[src/rtl/usip_pkg.sv]
// Package for the unsigned integer string parser: item types, phase codes, character codes.
package usip_pkg;

	// One character item of the string
	typedef struct packed {
		logic [7:0] char_code;
		logic [4:0] number_base;
	} usip_char_t;

	// One result item, sent on the terminating NUL
	typedef struct packed {
		logic [63:0] parsed_value;
		logic        parse_status;
	} usip_result_t;

	// Parse phases
	localparam logic [2:0] PH_START  = 3'd0;
	localparam logic [2:0] PH_SPACE  = 3'd1;
	localparam logic [2:0] PH_ZERO   = 3'd2;
	localparam logic [2:0] PH_DIGITS = 3'd3;
	localparam logic [2:0] PH_NEWL   = 3'd4;
	localparam logic [2:0] PH_DRAIN  = 3'd5;

	// Character codes
	localparam logic [7:0] CH_NUL   = 8'd0;
	localparam logic [7:0] CH_TAB   = 8'd9;
	localparam logic [7:0] CH_LF    = 8'd10;
	localparam logic [7:0] CH_CR    = 8'd13;
	localparam logic [7:0] CH_SPACE = 8'd32;
	localparam logic [7:0] CH_ZERO  = 8'd48;
	localparam logic [7:0] CH_NINE  = 8'd57;
	localparam logic [7:0] CH_UP_A  = 8'd65;
	localparam logic [7:0] CH_UP_F  = 8'd70;
	localparam logic [7:0] CH_UP_X  = 8'd88;
	localparam logic [7:0] CH_LO_A  = 8'd97;
	localparam logic [7:0] CH_LO_F  = 8'd102;
	localparam logic [7:0] CH_LO_X  = 8'd120;

	// Bases
	localparam logic [4:0] BASE_INFER = 5'd0;
	localparam logic [4:0] BASE_OCT   = 5'd8;
	localparam logic [4:0] BASE_DEC   = 5'd10;
	localparam logic [4:0] BASE_HEX   = 5'd16;

	// Status codes
	localparam logic STATUS_OK  = 1'b0;
	localparam logic STATUS_ERR = 1'b1;

endpackage

[src/rtl/unsigned_integer_string_parser_top.sv]
// Top level of the unsigned integer string parser: input register, parse step, result register.
//
//  channel  | handshake                    | payload
//  ---------+------------------------------+------------------------------------
//  char     | char_valid / char_stall      | char_item   (char_code, number_base)
//  result   | result_valid / result_stall  | result_item (parsed_value, status)
//
// One character item is taken every cycle while char_stall is low; the rate is set by the single parse step
// (a 64-bit by 5-bit multiply-add) between the input register and the state registers.
// A result is registered from its NUL item in the input register, one result per NUL item.
// Reset returns the parser to the start of a string and empties both registers.
// char_stall rises only when a NUL item waits in the input register while a result
// is still held by result_stall; other characters move on regardless.
module unsigned_integer_string_parser_top (
	input  logic                   clk,
	input  logic                   arst_n,
	input  logic                   char_valid,
	output logic                   char_stall,
	input  usip_pkg::usip_char_t   char_item,
	output logic                   result_valid,
	input  logic                   result_stall,
	output usip_pkg::usip_result_t result_item
);

	// Input register
	logic                 valid_s1;
	usip_pkg::usip_char_t item_s1;

	// Parse state
	logic [63:0] acc_q;
	logic [2:0]  phase_q;
	logic [4:0]  base_q;
	logic        saw_digit_q;
	logic        err_q;

	// Step outputs
	logic [63:0] acc_d;
	logic [2:0]  phase_d;
	logic [4:0]  base_d;
	logic        saw_digit_d;
	logic        err_d;
	logic        emit;
	logic [63:0] emit_value;
	logic        emit_status;

	logic        is_nul_s1;
	logic        blocked;
	logic        fire;

	logic [7:0]  c;
	logic        is_dig;
	logic [4:0]  dig;
	logic        do_digit;
	logic [63:0] prod;

	assign c         = item_s1.char_code;
	assign is_nul_s1 = (c == usip_pkg::CH_NUL);
	assign blocked   = valid_s1 && is_nul_s1 && result_valid && result_stall;
	assign fire      = valid_s1 && !blocked;
	assign char_stall = blocked;

	// Decode a hex-style digit
	always_comb begin
		is_dig = 1'b1;
		dig    = 5'd0;
		if (c >= usip_pkg::CH_ZERO && c <= usip_pkg::CH_NINE) begin
			dig = 5'(c - usip_pkg::CH_ZERO);
		end else if (c >= usip_pkg::CH_LO_A && c <= usip_pkg::CH_LO_F) begin
			dig = 5'(c - usip_pkg::CH_LO_A + 8'd10);
		end else if (c >= usip_pkg::CH_UP_A && c <= usip_pkg::CH_UP_F) begin
			dig = 5'(c - usip_pkg::CH_UP_A + 8'd10);
		end else begin
			is_dig = 1'b0;
		end
	end

	// Parse step for the item in the input register
	always_comb begin
		acc_d       = acc_q;
		phase_d     = phase_q;
		base_d      = base_q;
		saw_digit_d = saw_digit_q;
		err_d       = err_q;
		emit        = 1'b0;
		do_digit    = 1'b0;
		prod        = '0;

		// Sample the base on the first item of a string
		if (phase_d == usip_pkg::PH_START) begin
			base_d  = item_s1.number_base;
			phase_d = usip_pkg::PH_SPACE;
		end

		case (phase_d)
			usip_pkg::PH_SPACE: begin
				if (is_nul_s1) begin
					emit = 1'b1;
				end else if (c == usip_pkg::CH_SPACE ||
				             (c >= usip_pkg::CH_TAB && c <= usip_pkg::CH_CR)) begin
					// skip leading whitespace
				end else if (c == usip_pkg::CH_ZERO &&
				             (base_d == usip_pkg::BASE_INFER ||
				              base_d == usip_pkg::BASE_HEX)) begin
					phase_d = usip_pkg::PH_ZERO;
				end else begin
					if (base_d == usip_pkg::BASE_INFER) begin
						base_d = usip_pkg::BASE_DEC;
					end
					do_digit = 1'b1;
				end
			end
			usip_pkg::PH_ZERO: begin
				if (c == usip_pkg::CH_LO_X || c == usip_pkg::CH_UP_X) begin
					base_d  = usip_pkg::BASE_HEX;
					phase_d = usip_pkg::PH_DIGITS;
				end else if (base_d == usip_pkg::BASE_INFER) begin
					if (is_nul_s1) begin
						base_d      = usip_pkg::BASE_DEC;
						saw_digit_d = 1'b1;
						acc_d       = '0;
						emit        = 1'b1;
					end else begin
						base_d   = usip_pkg::BASE_OCT;
						do_digit = 1'b1;
					end
				end else begin
					// hex with no prefix: the zero counts as a digit
					acc_d       = '0;
					saw_digit_d = 1'b1;
					phase_d     = usip_pkg::PH_DIGITS;
					if (is_nul_s1) begin
						emit = 1'b1;
					end else begin
						do_digit = 1'b1;
					end
				end
			end
			usip_pkg::PH_DIGITS: begin
				if (is_nul_s1) begin
					emit = 1'b1;
				end else begin
					do_digit = 1'b1;
				end
			end
			usip_pkg::PH_NEWL: begin
				if (is_nul_s1) begin
					emit = 1'b1;
				end else begin
					err_d   = 1'b1;
					phase_d = usip_pkg::PH_DRAIN;
				end
			end
			default: begin
				err_d = 1'b1;
				if (is_nul_s1) begin
					emit = 1'b1;
				end else begin
					phase_d = usip_pkg::PH_DRAIN;
				end
			end
		endcase

		// Accumulate one digit, or mark a trailing newline or an error
		if (do_digit) begin
			if (is_dig) begin
				if (dig >= base_d) begin
					err_d   = 1'b1;
					phase_d = usip_pkg::PH_DRAIN;
				end else begin
					prod        = acc_d * {59'd0, base_d};
					acc_d       = prod + {59'd0, dig};
					saw_digit_d = 1'b1;
					phase_d     = usip_pkg::PH_DIGITS;
				end
			end else if (c == usip_pkg::CH_LF) begin
				phase_d = usip_pkg::PH_NEWL;
			end else begin
				err_d   = 1'b1;
				phase_d = usip_pkg::PH_DRAIN;
			end
		end

		// Build the result and return to the start of a string
		emit_status = (saw_digit_d && !err_d) ? usip_pkg::STATUS_OK : usip_pkg::STATUS_ERR;
		emit_value  = (emit_status == usip_pkg::STATUS_OK) ? acc_d : 64'd0;
		if (emit) begin
			acc_d       = '0;
			phase_d     = usip_pkg::PH_START;
			base_d      = '0;
			saw_digit_d = 1'b0;
			err_d       = 1'b0;
		end
	end

	// Load the input register
	always_ff @(posedge clk or negedge arst_n) begin
		if (!arst_n) begin
			valid_s1 <= 1'b0;
		end else if (!char_stall) begin
			valid_s1 <= char_valid;
		end
	end

	always_ff @(posedge clk) begin
		if (char_valid && !char_stall) begin
			item_s1 <= char_item;
		end
	end

	// Advance the parse state
	always_ff @(posedge clk or negedge arst_n) begin
		if (!arst_n) begin
			acc_q       <= '0;
			phase_q     <= usip_pkg::PH_START;
			base_q      <= '0;
			saw_digit_q <= 1'b0;
			err_q       <= 1'b0;
		end else if (fire) begin
			acc_q       <= acc_d;
			phase_q     <= phase_d;
			base_q      <= base_d;
			saw_digit_q <= saw_digit_d;
			err_q       <= err_d;
		end
	end

	// Hold the result until it is taken
	always_ff @(posedge clk or negedge arst_n) begin
		if (!arst_n) begin
			result_valid <= 1'b0;
		end else if (fire && emit) begin
			result_valid <= 1'b1;
		end else if (!result_stall) begin
			result_valid <= 1'b0;
		end
	end

	always_ff @(posedge clk) begin
		if (fire && emit) begin
			result_item.parsed_value <= emit_value;
			result_item.parse_status <= emit_status;
		end
	end

	// An error result carries a zero value
	assert property (@(posedge clk) disable iff (!arst_n)
		result_valid && result_item.parse_status |-> result_item.parsed_value == 64'd0)
		else $error("error result with nonzero value");

	// A sent result returns the parser to the start of a string
	assert property (@(posedge clk) disable iff (!arst_n)
		fire && emit |=> phase_q == usip_pkg::PH_START && !err_q && !saw_digit_q)
		else $error("state not cleared after result");

	// The drain phase always carries the error flag
	assert property (@(posedge clk) disable iff (!arst_n)
		phase_q == usip_pkg::PH_DRAIN |-> err_q)
		else $error("drain phase without error");

	// Input stalls only for a waiting NUL behind a held result
	assert property (@(posedge clk) disable iff (!arst_n)
		char_stall |-> valid_s1 && is_nul_s1 && result_valid)
		else $error("input stalled without a blocked result");

endmodule

[config.mk]
export PLATFORM = sky130hd
export DESIGN_NAME = unsigned_integer_string_parser_top
export DESIGN_NICKNAME = d
export VERILOG_FILES = /design/src/rtl/usip_pkg.sv /design/src/rtl/unsigned_integer_string_parser_top.sv
export SDC_FILE = /design/constraint.sdc
export NUM_CORES = 1
export LEC_CHECK = 0
export ABC_CLOCK_PERIOD_IN_PS = 8520
export BUFFER_PORTS_ARGS = -buffer_cell sky130_fd_sc_hd__buf_2
export CAP_MARGIN = 10
export CORE_ASPECT_RATIO = 1.75
export CORE_UTILIZATION = 55
export CTS_CLUSTER_DIAMETER = 200
export DETAILED_ROUTE_END_ITERATION = 10
export MAX_ROUTING_LAYER = met4
export PLACE_DENSITY = 0.74
export RECOVER_POWER = 25
export SLEW_MARGIN = 10
export SYNTH_ARGS = -nofsm -noshare
export SYNTH_HDL_FRONTEND = slang
export SYNTH_SLANG_ARGS = --single-unit
[constraint.sdc]
create_clock -name clk -period 8.52 [get_ports clk]
set_clock_uncertainty 0.2 [all_clocks]
set_input_delay 1.704 -clock clk [delete_from_list [all_inputs] [get_ports clk]]
set_output_delay 1.704 -clock clk [all_outputs]
set_load 0.05 [all_outputs]
Word-level counts from Yosys, hierarchy flattened
Cells that the tools add are included.
{ "op_classes": {"n_eq_ne": 11, "muxes": 64, "n_addsub": 6, "n_mul": 1, "n_reduce_logical": 21, "magnitude_cmp": 9} }
{ "ops": {"columns": ["op", "n"], "rows": [
  ["$mux W64", 8],
  ["$add A64 B5 Y64", 1],
  ["$mul A64 B5 Y64", 1],
  ["$mux W5", 11],
  ["$mux W3", 11],
  ["$mux W1", 29],
  ["$eq A8 B6 Y1 const B", 2],
  ["$eq A8 B7 Y1 const B", 2],
  ["$ge A8 B7 Y1 const B", 2],
  ["$le A8 B7 Y1 const B", 2],
  ["$logic_and A1 B1 Y1", 12],
  ["$add A5 B4 Y5 const B", 2],
  ["$pmux W5 S2", 1],
  ["$sub A5 B1 Y5 const B", 2],
  ["$pmux W3 S3", 1],
  ["$eq A8 B4 Y1 const B", 1],
  ["$ge A8 B4 Y1 const B", 1],
  ["$ge A8 B6 Y1 const B", 1],
  ["$le A8 B4 Y1 const B", 1],
  ["$le A8 B6 Y1 const B", 1],
  ["$logic_not A8 Y1", 1],
  ["$eq A3 B2 Y1 const B", 2],
  ["$eq A5 B5 Y1 const B", 1],
  ["$ge A5 B5 Y1", 1],
  ["other kinds (12)", 15]
]} }
{ "word_totals": {"in_bits": 17, "out_inout_bits": 67, "reg_bits": 154} }

Longest topological paths before layout
{ "depth": {"ltp_word": 16, "mapped_depth": 29, "depth_no_buf": 28} }

Least setup slack after synthesis
No wires, ideal clock.
{ "synth_path": {"path_type": "register -> register", "startpoint": "register item_s1 (netlist bit c[0])", "endpoint": "register result_item[62] in the netlist's numbering (data pin)", "arrival_ns": 6.509, "path_stages_with_launch": 29, "required_ns": 8.053, "setup_ns": 0.267, "path_buffers": 3, "path_slack_ns": 1.544, "path_cell_list": "edfxtp_1 inv_1 ha_1 or3b_4 nor3_2 o21ai_1 nor3_1 nor2_1 clkbuf_1 clkbuf_1 and2_1 fa_1 fa_1 inv_1 fa_1 inv_1 ha_1 clkbuf_1 a21oi_1 nand2_1 a31o_2 o21bai_2 a21o_1 o311ai_1 a21oi_2 o21ai_1 a221o_1 xnor2_1 o32ai_1"} }
{ "synth_via": {"elab_chain_len": 12} }
{ "synth_rtl": {"columns": ["item", "line", "source"], "rows": [
  ["from (decl)", "unsigned_integer_string_parser_top.sv:27", "usip_pkg::usip_char_t item_s1;"],
  ["from (signal assigned)", "unsigned_integer_string_parser_top.sv:206", "item_s1 <= char_item;"],
  ["branches (longest 12 deep; another with $mul A64 B5 Y64)", null, null],
  ["to (decl)", "unsigned_integer_string_parser_top.sv:22", "output usip_pkg::usip_result_t result_item"]
]} }
Several ways; the timed one is not identified.
A chain may end at the register's enable or synchronous reset.

Worst setup path in the final report
{ "layout_path": {"startpoint": "register item_s1 (netlist bit c[0])", "endpoint": "register result_item[48] in the netlist's numbering (data pin)"} }
The elaborated chain is that of the path after synthesis.

==> metrics.log <==
INFO  metric critical_path.endpoint_type = flip-flop
INFO  metric placement_rows = slightly below 90
INFO  metric synth_cell_types = between 80 and 90
INFO  metric postSynthRegisterBits = about 150
INFO  metric synth_enable_flop_cells = 78
INFO  metric grt.overflow.total = 0
INFO  metric crit_slowest_cell = sky130_fd_sc_hd__or3_4
INFO  metric final_nets = between 2,000 and 2,500
INFO  metric finalInstanceArea = between 15,000 and 20,000 µm²
INFO  metric clock_tree_from_tritoncts = done
INFO  metric critical-path-max-stage-delay = 700 ps
INFO  metric total_leakage_power = 9.562 nW
INFO  metric cts_buffer_depth = 2
INFO  metric min-delay-path-class = flip-flop to flip-flop
INFO  metric seq_area_frac_synth = between 20% and 30%
INFO  metric drt_iter0_markers = 980
INFO  metric yosys.area.top_type_share = between 20% and 30%
INFO  metric maxClockFrequency = approximately 120 MHz
INFO  metric portBuffers = slightly above 80
INFO  metric layout.cells.most_common = sky130_fd_sc_hd__inv_1
INFO  metric cts_inserted_buffers = 17
INFO  metric cp.required = between 8000 and 9000 ps
INFO  metric track_usage = 33.15%
INFO  metric route.detailed.vias_per_inst = 6.052
INFO  metric hold_viol_final = 0
INFO  metric setup.worst_path.class = flip-flop to flip-flop
INFO  metric cts.clk_slew.worst_paths = roughly 70 ps
INFO  metric finish.cell_count_without_fillers = 2,502
INFO  metric initial_utilization = 55.87%
INFO  metric status = complete, but fails checks
INFO  metric place_area = 18,740 µm²
INFO  metric synth_async_sr_flop_share = around half
INFO  metric clock_latency_of_the_later_clocked_register_in_the_worst_skew_pair = between 400 and 500 ps
INFO  metric area_inside_the_core_boundary = 32,110 µm²
INFO  metric ys_top_cells_by_area = sky130_fd_sc_hd__fa_1, sky130_fd_sc_hd__edfxtp_1, sky130_fd_sc_hd__dfrtp_1
INFO  metric violations = design-rule violations, max-capacitance violations, max-slew violations
INFO  metric firstDrtPassIters = 10
INFO  metric antenna_found_initial = 0
INFO  metric detailedPlacementHpwl = roughly 39,000 µm
INFO  metric final_max_slew_viol_count = between 70 and 80
INFO  metric cts-htree-levels = 4
INFO  metric timing.final.setup_violations = 0
INFO  metric max_cap_viol_count = 2
INFO  metric grt_pass1_vias = 15,760
INFO  metric wire_per_inst = 20.63 µm
INFO  metric postSynthAreaPerCell = approximately 8.7 µm²
INFO  metric yosys.area.top_type = sky130_fd_sc_hd__fa_1
INFO  metric final_period_minus_worst_setup_slack = 8146 ps
INFO  metric syn2layout_area_growth = 7.852%
INFO  metric critPathArrivalTime = roughly 8000 ps
INFO  metric drc_errors = 15
INFO  metric critical_path_peak_fanout = between 80 and 90
INFO  metric fp.dieW = roughly 140 µm
INFO  metric critical_path.cell_chain = inv_1, ha_1, or3b_1, nor3_2, buf_4, o21ai_1, or3_4, nand2_1, nor2_1, fa_1, fa_1, inv_1, fa_1, inv_1, ha_1, and3_1, nand4_1, nor4_2, nand4_1, o311ai_1, nor2b_1, xnor2_1, a211oi_1
INFO  metric power-per-cell-area = approximately 170 nW/µm²
INFO  metric syn_inst = around 2,100
INFO  metric place_congestion = roughly 0.95
INFO  metric min_period_over_period = between 90% and 100%
INFO  metric syn_nets = 2,399
INFO  metric worst_ir_drop_vdd = 0.0001557 V
INFO  metric drtAntennaViolNets = 0
INFO  metric floorplan.io_pins = between 80 and 90
INFO  metric totalWireLength = about 52,000 µm
INFO  metric post_cts_hold_buffer_count = 0
INFO  metric post_synthesis_cell_area = between 15,000 and 20,000 µm²
INFO  metric rsz0062_at_grt = no
INFO  metric final_cell_mix = sky130_fd_sc_hd__inv_1, sky130_fd_sc_hd__nor2_1, sky130_fd_sc_hd__fa_1
INFO  metric worst_pin_slew = between 2000 and 2500 ps
INFO  metric finalPower = about 3.3 mW
INFO  metric cp-start-kind = flip-flop
INFO  metric fp.dieH = between 200 and 250 µm
INFO  metric grt_pass1_wl = approximately 82,000 µm
INFO  metric grt_start_max_net_pins = 85
INFO  metric die_area = around 33,000 µm²
INFO  metric nFillCells = approximately 2,800
INFO  metric slew_headroom = -64.06%
INFO  metric clk_root_buffer_cell = sky130_fd_sc_hd__clkbuf_16
INFO  metric tns = 0 ps
INFO  metric cts_num_sinks = 154
INFO  metric vias = ~15,000
INFO  metric dominantRegCellSynth = sky130_fd_sc_hd__edfxtp_1
INFO  metric ys_warn_count = 0
INFO  metric drive_gt1_share = under 10%
INFO  metric placed_cells_incl_taps = ~2,500
INFO  metric antenna_cells_inserted = 0
[Yosys cell counts, types with 5 or more instances]
master	n
sky130_fd_sc_hd__xnor2_1	44
sky130_fd_sc_hd__a21o_1	44
sky130_fd_sc_hd__o31ai_1	5
sky130_fd_sc_hd__o21ai_0	64
sky130_fd_sc_hd__o21ai_1	19
sky130_fd_sc_hd__a22o_1	34
sky130_fd_sc_hd__a31oi_1	14
sky130_fd_sc_hd__clkbuf_1	79
sky130_fd_sc_hd__o211ai_1	7
sky130_fd_sc_hd__xor2_1	21
sky130_fd_sc_hd__a21oi_1	123
sky130_fd_sc_hd__buf_1	6
sky130_fd_sc_hd__nor2b_1	8
sky130_fd_sc_hd__nor3_1	10
sky130_fd_sc_hd__ha_1	134
sky130_fd_sc_hd__inv_1	305
sky130_fd_sc_hd__nand2b_1	5
sky130_fd_sc_hd__edfxtp_1	78
sky130_fd_sc_hd__nand3_1	30
sky130_fd_sc_hd__a221oi_2	7
sky130_fd_sc_hd__o22ai_1	5
sky130_fd_sc_hd__a211oi_1	13
sky130_fd_sc_hd__nor2_1	257
sky130_fd_sc_hd__and2_1	117
sky130_fd_sc_hd__o21bai_1	15
sky130_fd_sc_hd__and3_1	73
sky130_fd_sc_hd__nand2_1	160
sky130_fd_sc_hd__buf_2	21
sky130_fd_sc_hd__dfrtp_1	76
sky130_fd_sc_hd__nand4_1	16
sky130_fd_sc_hd__fa_1	183
[sequential cells by signal, indices dropped and copies added (netlist names)]
register and count:
item_s1 5, base_q 5, saw_digit_q 1, result_item 65
result_valid 1, err_q 1, acc_q 64, c 8
valid_s1 1, phase_q 3
[where the power goes]
part           internal (mW)  switching, mW  total, mW
registers              0.841         0.0871      0.928
logic                  0.521           1.06       1.58
clock network          0.437          0.368      0.805
[metrics by stage]
step / setup slack [ps] / hold WS [ps] / util (%)
after floorplan: 1544 / 249.7 / -
after global placement: 391.5 / 268.3 / 58.36
after detailed placement: 360.0 / 284.6 / 58.36
after CTS: 316.5 / 300.7 / 60.19
after global routing: 49.66 / 336.5 / 60.26
final: 373.9 / 302.0 / 60.26
[critical path, delay by kind of cell, from the launching register on]
| family | cells | cell delay [ps] |
|---|---|---|
| buf+inv | 4 | 430 |
| flops | 1 | 460 |
| compound gates | 3 | 1160 |
| simple gates | 10 | 3240 |
| xor+xnor | 1 | 100 |
| fa+ha+maj | 5 | 2220 |
[per-layer routing]
metal | wire (µm) | track usage (%)
met5 | 0 | -
met4 | 3134 | 21.52
met2 | 27650 | 60.58
met3 | 2186 | 3.413
met1 | 18640 | 33.89
[what timing repair did]
item,in CTS,in global routing
endpoints found under the setup margin,0,8
gates resized for setup,0,1
setup buffers,0,0
[layout make-up]
type / instances / area [µm²] / area share, %
clock inverter: 15 / 162.7 / 0.8406
sequential: 154 / 4244 / 21.93
clock buffer: 17 / 425.4 / 2.198
tap: 400 / 500.5 / 2.586
multi-input combinational: 1497 / 12170 / 62.91
timing repair buffer: 114 / 700.7 / 3.621
inverter: 305 / 1145 / 5.916
[final timing paths]
check                               start         endpoint  slack (ps)  cells after the start
worst max-delay path                 c[0]  result_item[48]         370                     23
worst min-delay path            acc_q[61]        acc_q[61]         300                      2
worst max register to register       c[0]  result_item[48]         370                     23
worst min register to register  acc_q[61]        acc_q[61]         300                      2
max in group asynchronous          arst_n        base_q[2]        3100                      2
min in group asynchronous          arst_n        acc_q[35]        1780                      1
[logic make-up after synthesis]
family                   count (synthesis)  share of synthesized area (%)
XOR/XNOR                                67                          3.396
adder cells (fa/ha/maj)                317                          29.76
flip-flops                             154                          23.65
AND/OR/NAND/NOR                        707                          18.95
buffers and inverters                  414                          8.912
AO/OA/AOI/OAI                          403                          15.16
multiplexers                             3                         0.1674
(Power assumes the default switching activity.)
